`src/design/wsfr_pkg.sv`:
```
// Shared types and constants of the websocket frame receiver.
`timescale 1ns / 1ps
`default_nettype none

package wsfr_pkg;

  localparam int unsigned CFG_W    = 21;
  localparam int unsigned LEN_W    = 21;
  localparam int unsigned CNT_W    = 4;

  localparam logic [CFG_W-1:0] MAX_FRAME_RESET = 21'd8192;
  localparam logic [LEN_W:0]   MASK_KEY_BYTES  = 22'd4;

  localparam logic [7:0] HDR_BYTE0   = 8'h82;
  localparam logic [7:0] LEN16_CODE  = 8'hFE;
  localparam logic [7:0] LEN64_CODE  = 8'hFF;
  localparam logic [CNT_W-1:0] LEN16_BYTES = 4'd2;
  localparam logic [CNT_W-1:0] LEN64_BYTES = 4'd8;

  typedef enum logic [2:0] {
    PH_HDR0,
    PH_HDR1,
    PH_LEN,
    PH_MASK,
    PH_DATA
  } phase_t;

  typedef enum logic [1:0] {
    KIND_DATA,
    KIND_EMPTY,
    KIND_ERROR
  } kind_t;

  typedef enum logic [1:0] {
    ERR_NONE,
    ERR_FIRST,
    ERR_NOMASK,
    ERR_LONG
  } err_t;

  typedef struct packed {
    logic       valid;
    kind_t      kind;
    logic [7:0] data;
    logic       last;
    err_t       err;
  } res_t;

endpackage

`default_nettype wire

```
`src/design/websocket_frame_receiver_core.sv`:
```
// Top level of the websocket binary frame receiver.
// Takes one received byte per request and parses masked binary websocket frames (0x82 header,
// mask bit required, 7-, 16- or 64-bit length, four-byte mask key), giving one unmasked
// payload byte per payload request, with out_tlast on the frame's last byte. A zero-length
// frame gives one empty-frame result on its fourth mask byte; a bad header or a length whose
// payload plus four key bytes exceeds max_frame_bytes gives one error result, and every byte
// after an error is taken and dropped until reset. Throughput is one byte per cycle: a byte is
// taken in any cycle in which the output register is empty or being drained, and its result
// is registered, the parser state updating in a single registered step per byte.
`timescale 1ns / 1ps
`default_nettype none

module websocket_frame_receiver_core (
  input  wire                         clk,
  input  wire                         rst_n,
  input  wire                         in_tvalid,
  output logic                        in_tready,
  input  wire  [7:0]                  in_tdata,   // rx_byte
  output logic                        out_tvalid,
  input  wire                         out_tready,
  output logic [7:0]                  out_tdata,  // out_byte
  output logic [3:0]                  out_tuser,  // out_kind[1:0], error_kind[3:2]
  output logic                        out_tlast,  // frame_end
  input  wire                         cfg_we,
  input  wire  [wsfr_pkg::CFG_W-1:0]  cfg_wdata   // max_frame_bytes
);
  import wsfr_pkg::*;

  logic [CFG_W-1:0] max_frame_r;
  logic             in_acc;
  res_t             res;
  res_t             out_r;

  assign in_tready = !out_r.valid || out_tready;
  assign in_acc    = in_tvalid && in_tready;

  always_ff @(posedge clk) begin
    if (!rst_n) begin
      max_frame_r <= MAX_FRAME_RESET;
    end else if (cfg_we) begin
      max_frame_r <= cfg_wdata;
    end
  end

  wsfr_parser u_parser (
    .clk             (clk),
    .rst_n           (rst_n),
    .accept          (in_acc),
    .in_byte         (in_tdata),
    .max_frame_bytes (max_frame_r),
    .res             (res)
  );

  always_ff @(posedge clk) begin
    if (!rst_n) begin
      out_r <= '0;
    end else if (in_acc && res.valid) begin
      out_r <= res;
    end else if (out_tready) begin
      out_r.valid <= 1'b0;
    end
  end

  assign out_tvalid = out_r.valid;
  assign out_tdata  = out_r.data;
  assign out_tuser  = {out_r.err, out_r.kind};
  assign out_tlast  = out_r.last;

endmodule

`default_nettype wire

```
`src/design/wsfr_parser.sv`:
```
// Frame header parser, length check and payload unmasking.
`timescale 1ns / 1ps
`default_nettype none

module wsfr_parser (
  input  wire                         clk,
  input  wire                         rst_n,
  input  wire                         accept,
  input  wire  [7:0]                  in_byte,
  input  wire  [wsfr_pkg::CFG_W-1:0]  max_frame_bytes,
  output wsfr_pkg::res_t              res
);
  import wsfr_pkg::*;

  phase_t           phase_r, phase_nxt;
  logic [LEN_W-1:0] acc_r, acc_nxt;
  logic             ovf_r, ovf_nxt;
  logic [CNT_W-1:0] left_r, left_nxt;
  logic [LEN_W-1:0] payload_r, payload_nxt;
  logic [31:0]      key_r, key_nxt;
  logic [1:0]       idx_r, idx_nxt;
  logic             halted_r, halted_nxt;

  logic             act;
  logic             hdr1_short;
  logic [LEN_W-1:0] acc_shift;
  logic             ovf_shift;
  logic [CNT_W-1:0] left_dec;
  logic             len_last;
  logic [LEN_W-1:0] chk_len;
  logic             chk_ovf;
  logic             too_long;
  logic             err_first, err_nomask, err_long;
  logic             mask_done;
  logic             data_last;
  logic [7:0]       key_byte;

  assign act        = accept && !halted_r;
  assign hdr1_short = in_byte[7] && (in_byte != LEN64_CODE) && (in_byte != LEN16_CODE);

  // Only 21 bits of length are kept; anything shifted out above them is sticky overflow.
  assign acc_shift  = {acc_r[LEN_W-9:0], in_byte};
  assign ovf_shift  = ovf_r | (|acc_r[LEN_W-1:LEN_W-8]);
  assign left_dec   = (left_r != '0) ? left_r - 1'b1 : left_r;
  assign len_last   = (left_dec == '0);

  assign chk_len  = (phase_r == PH_HDR1) ? {{(LEN_W-7){1'b0}}, in_byte[6:0]} : acc_shift;
  assign chk_ovf  = (phase_r == PH_HDR1) ? 1'b0 : ovf_shift;
  assign too_long = chk_ovf || (({1'b0, chk_len} + MASK_KEY_BYTES) > {1'b0, max_frame_bytes});

  assign err_first  = act && (phase_r == PH_HDR0) && (in_byte != HDR_BYTE0);
  assign err_nomask = act && (phase_r == PH_HDR1) && !in_byte[7];
  assign err_long   = act && too_long &&
                      (((phase_r == PH_HDR1) && hdr1_short) || ((phase_r == PH_LEN) && len_last));

  assign mask_done  = (idx_r == 2'd3);
  assign data_last  = (payload_r <= {{(LEN_W-1){1'b0}}, 1'b1});

  always_comb begin
    unique case (idx_r)
      2'd0: key_byte = key_r[31:24];
      2'd1: key_byte = key_r[23:16];
      2'd2: key_byte = key_r[15:8];
      2'd3: key_byte = key_r[7:0];
    endcase
  end

  // next state
  always_comb begin
    phase_nxt   = phase_r;
    acc_nxt     = acc_r;
    ovf_nxt     = ovf_r;
    left_nxt    = left_r;
    payload_nxt = payload_r;
    key_nxt     = key_r;
    idx_nxt     = idx_r;
    halted_nxt  = halted_r;
    if (err_first || err_nomask || err_long) begin
      halted_nxt = 1'b1;
    end else if (act) begin
      unique case (phase_r)
        PH_HDR0: phase_nxt = PH_HDR1;
        PH_HDR1: begin
          acc_nxt = '0;
          ovf_nxt = 1'b0;
          if (in_byte == LEN64_CODE) begin
            left_nxt  = LEN64_BYTES;
            phase_nxt = PH_LEN;
          end else if (in_byte == LEN16_CODE) begin
            left_nxt  = LEN16_BYTES;
            phase_nxt = PH_LEN;
          end else begin
            payload_nxt = chk_len;
            key_nxt     = '0;
            idx_nxt     = '0;
            phase_nxt   = PH_MASK;
          end
        end
        PH_LEN: begin
          acc_nxt  = acc_shift;
          ovf_nxt  = ovf_shift;
          left_nxt = left_dec;
          if (len_last) begin
            payload_nxt = chk_len;
            key_nxt     = '0;
            idx_nxt     = '0;
            phase_nxt   = PH_MASK;
          end
        end
        PH_MASK: begin
          key_nxt = {key_r[23:0], in_byte};
          idx_nxt = idx_r + 1'b1;
          if (mask_done) begin
            phase_nxt = (payload_r == '0) ? PH_HDR0 : PH_DATA;
          end
        end
        PH_DATA: begin
          idx_nxt = idx_r + 1'b1;
          if (payload_r != '0) begin
            payload_nxt = payload_r - 1'b1;
          end
          if (data_last) begin
            phase_nxt = PH_HDR0;
          end
        end
        default: phase_nxt = PH_HDR0;
      endcase
    end
  end

  // result
  always_comb begin
    res = '{valid: 1'b0, kind: KIND_DATA, data: 8'h00, last: 1'b0, err: ERR_NONE};
    priority if (err_first) begin
      res.valid = 1'b1;
      res.kind  = KIND_ERROR;
      res.err   = ERR_FIRST;
    end else if (err_nomask) begin
      res.valid = 1'b1;
      res.kind  = KIND_ERROR;
      res.err   = ERR_NOMASK;
    end else if (err_long) begin
      res.valid = 1'b1;
      res.kind  = KIND_ERROR;
      res.err   = ERR_LONG;
    end else if (act && (phase_r == PH_MASK) && mask_done && (payload_r == '0)) begin
      res.valid = 1'b1;
      res.kind  = KIND_EMPTY;
      res.last  = 1'b1;
    end else if (act && (phase_r == PH_DATA)) begin
      res.valid = 1'b1;
      res.kind  = KIND_DATA;
      res.data  = in_byte ^ key_byte;
      res.last  = data_last;
    end else begin
      res.valid = 1'b0;
    end
  end

  always_ff @(posedge clk) begin
    if (!rst_n) begin
      phase_r   <= PH_HDR0;
      acc_r     <= '0;
      ovf_r     <= 1'b0;
      left_r    <= '0;
      payload_r <= '0;
      key_r     <= '0;
      idx_r     <= '0;
      halted_r  <= 1'b0;
    end else begin
      phase_r   <= phase_nxt;
      acc_r     <= acc_nxt;
      ovf_r     <= ovf_nxt;
      left_r    <= left_nxt;
      payload_r <= payload_nxt;
      key_r     <= key_nxt;
      idx_r     <= idx_nxt;
      halted_r  <= halted_nxt;
    end
  end

endmodule

`default_nettype wire

```
`config.mk`:
```
export PLATFORM = sky130hd
export DESIGN_NAME = websocket_frame_receiver_core
export DESIGN_NICKNAME = d
export VERILOG_FILES = /design/src/design/wsfr_pkg.sv /design/src/design/websocket_frame_receiver_core.sv /design/src/design/wsfr_parser.sv
export SDC_FILE = /design/constraint.sdc
export NUM_CORES = 1
export LEC_CHECK = 0
export BUFFER_PORTS_ARGS = -buffer_cell sky130_fd_sc_hd__buf_2
export CAP_MARGIN = 20
export CORE_MARGIN = 1
export CORE_UTILIZATION = 40
export CTS_CLUSTER_SIZE = 14
export DETAILED_ROUTE_END_ITERATION = 16
export SYNTH_ARGS = -nofsm -noshare
export SYNTH_HDL_FRONTEND = slang
export SYNTH_SLANG_ARGS = --single-unit
```
`constraint.sdc`:
```
create_clock -name clk -period 6.9 [get_ports clk]
set_clock_uncertainty 0.1 [all_clocks]
set_input_delay 0.345 -clock clk [delete_from_list [all_inputs] [get_ports clk]]
set_output_delay 0.345 -clock clk [all_outputs]
set_load 0.05 [all_outputs]
```
==> impl_results.md <==
- CP Launch Type: flip-flop
- Sequential share of the synthesized area: 36.3%
- Number of remaining DRC errors: 0
- Clock Path Buffers: 2
- Post-CTS Hold Fix Bufs: 0
- Critical path class: reg2reg
- Slew headroom: 31.3%
- Hpwl dp: 11.6 mm
- Min Clock Period, post-route: 4780 ps
- YS warnings: 0
- Element type at the critical path end: flip-flop
- Cell count after synthesis: 796
- Resized Gates After CTS: 0
- Routed Wire Length: 17.5 mm
- Synth area leader: dfxtp_1
- Root Buffer: clkbuf_16
- Post-synth net total: 860
- Non-Filler Instances: 1039
- Post-CTS Repair Setup Buffers: 0
- Synth area leaders: dfxtp_1, ha_1, nand2_1
- First-pass GRT wire length: 28.6 mm
- Slowest CP cell: nor3b_4
- Vias/cell: 5.67
- Initial core utilization: 41.4%
- # diodes: 0
- I/O Buffers: 48
- Rows: 46
- Synth async-reset ratio: 0%
- Slew Limit Fails: 0
- # setup viols final: 0
- WP data required: 7110 ps
- Cell Chain, Critical Path: nor3b_4 > nor4_4 > nand4_1 > xor2_1 > nor2_1 > ha_1 > nand4_1 > nor4_2 > o31ai_1 > a311oi_4 > or2_1 > nor2_1 > buf_4 > a22o_1
- Vias: 5887
- PwrDens: 229 mW/mm²
- RSZ-0062 raised after global routing: no
- Post-synth EDFFs: 0
- RePlAce Congestion: 0.817
- Peak supply drop: 0.167 mV
- Max Fclk: 0.209 GHz
- Mapped Area: 0.00663 mm²
- Slew at the pin closest to its max-slew limit: 1030 ps
- Clk_lat worst skew: 420 ps
- Placed inst area: 0.00695 mm²
- Initial antenna violation count: 0
- Die area: 0.0171 mm²
- Placed Instances: 1008
- Post-layout nets: 875
- WL per Instance: 16.9 µm
- Max Cap Viol: 0
- First-pass DRT Iterations: 5
- Final Hold Viols: 0
- Final TNS setup: 0 ps
- Core box area: 0.0160 mm²
- GRT Total Usage: 21.8%
- Share of the synthesized area in the top cell type: 36.3%
- Dominant synthesized flop cell: dfxtp_1
- Post-DRT Antenna Nets: 0
- DRT iter0 DRCs: 466
- Buf+Inv Stages, Crit Path: 1
- Top Family by Delay on Critical Path: simple AND/OR/NAND/NOR gates
- Share of cells above drive strength 1: 13.4%
- Crit path DAT: 4990 ps
- Cts bufs inserted: 17
- Worst hold path type: in2reg
- Unique masters post-synth: 73
- Outcome: complete, no violations
- Leakage: 0.00292 µW
- Clock slew at reported path FFs: 60 ps
- Syn Area/Cell: 8.32 µm²
- CTS tree: yes
- GRT overflow: 0
- Reg2Reg Setup Slack: 2120 ps
- Clock sink total: 120
- Area Growth Syn to Fin: 13.9%
- Design area: 0.00755 mm²
- Tcrit/Tclk final: 69.3%
- Vias in the first global route: 5502
- CP peak stage delay: 840 ps
- CP max FO: 20
- Largest net degree at the start of global routing: 95
- IO Count: 49
- Die W: 131 µm
- Seq cells post-synth: 120
- Die height: 131 µm
- H-tree levels: 4
## state kept, by name (all words and copies together), names as in the netlist, 2 cells and up
register and cells:
max_frame_r 21, out_tdata 8, out_tuser 4, u_parser.acc_r 21, u_parser.idx_r 2, u_parser.key_r 32
u_parser.left_r 4, u_parser.payload_r 21, u_parser.phase_r 3
## cell usage after synthesis (6+ instances only)
library cell	count
a211oi_1	11
ha_1	30
dfxtp_1	120
nor2_1	72
o21ai_0	62
nand2b_1	6
xnor2_1	10
nor3_1	14
o31ai_1	7
inv_1	38
xor2_1	19
a21oi_1	26
buf_2	10
a31oi_1	8
a22o_1	32
o21ai_1	6
nand2_1	85
nand3_1	22
mux2i_1	24
clkbuf_1	38
a222oi_1	8
nand4_1	41
nor4_1	8
## final timing paths
path,startpoint,to,cells after the start
worst max-delay path,u_parser.phase_r[0],u_parser.acc_r[11],14
worst min-delay path,cfg_wdata[13],max_frame_r[13],3
worst max register to register,u_parser.phase_r[0],u_parser.acc_r[11],14
worst min register to register,out_tuser[1],out_tuser[1],2
## per-stage QoR
stage / hold WS, ps / utilization (%) / setup WS, ps / power (µW)
2_1_floorplan: 333 / - / 2990 / 794
3_3_place_gp: 348 / 43.4 / 2250 / 826
3_5_place_dp: 346 / 43.4 / 2180 / 827
4_1_cts: 41.5 / 47.2 / 2160 / 1740
5_1_grt: 69.1 / 47.2 / 1700 / 1780
6_report: 50.1 / 47.2 / 2120 / 1730
## cell families after synthesis
kind of cell             Yosys count  share of synthesized area (%)
AND/OR/NAND/NOR                  284                           21.6
AO/OA/AOI/OAI                    209                           22.4
flip-flops                       120                           36.3
buffers and inverters             99                           6.36
adder cells (fa/ha/maj)           30                           5.66
XOR/XNOR                          29                           3.83
multiplexers                      25                           3.85
## cell usage in the layout, fill, tap and decap left out, drive strengths merged, types with 6 or more instances in the layout
| cell type | Yosys | routed |
|---|---|---|
| dfxtp | 120 | 120 |
| o21ai | 69 | 69 |
| nor4 | 11 | 11 |
| a22o | 32 | 32 |
| a21oi | 26 | 26 |
| or3 | 6 | 6 |
| nor3 | 15 | 15 |
| mux2i | 24 | 24 |
| nor2 | 72 | 72 |
| o31ai | 8 | 8 |
| nand2b | 6 | 6 |
| xor2 | 19 | 19 |
| inv | 39 | 40 |
| nand3 | 22 | 22 |
| nand2 | 85 | 85 |
| a211oi | 11 | 11 |
| buf | 22 | 56 |
| xnor2 | 10 | 10 |
| nand4 | 41 | 41 |
| a222oi | 8 | 8 |
| clkbuf | 38 | 20 |
| ha | 30 | 30 |
| a31oi | 8 | 8 |
## where the power goes
part | internal (µW) | switching (µW)
registers | 703 | 4.24
logic | 34.6 | 71.0
clock network | 585 | 331
total | 1320 | 406
## final cells by class
class	instances	area, µm²
clock buffers	20	457
clock inverters	11	148
fillers	1630	8450
inverters	39	146
multi-input cells	577	3830
flip-flops and latches	120	2400
well taps	216	270
repair buffers	56	300
## per-layer routing
layer  track usage (%)  vias up  part of all wire (%)
met1              29.1     2776                    47
met2              35.1      138                    46
met3              3.71       25                   4.7
li1                  -     2948                     -
met5                 0        -                     0
met4              8.18        0                   2.1
## worst min-delay path, stage by stage
cell and delay [ps]:
buf_2 70, nand2_1 40, o211ai_1 70
(Power assumes the default switching activity.)
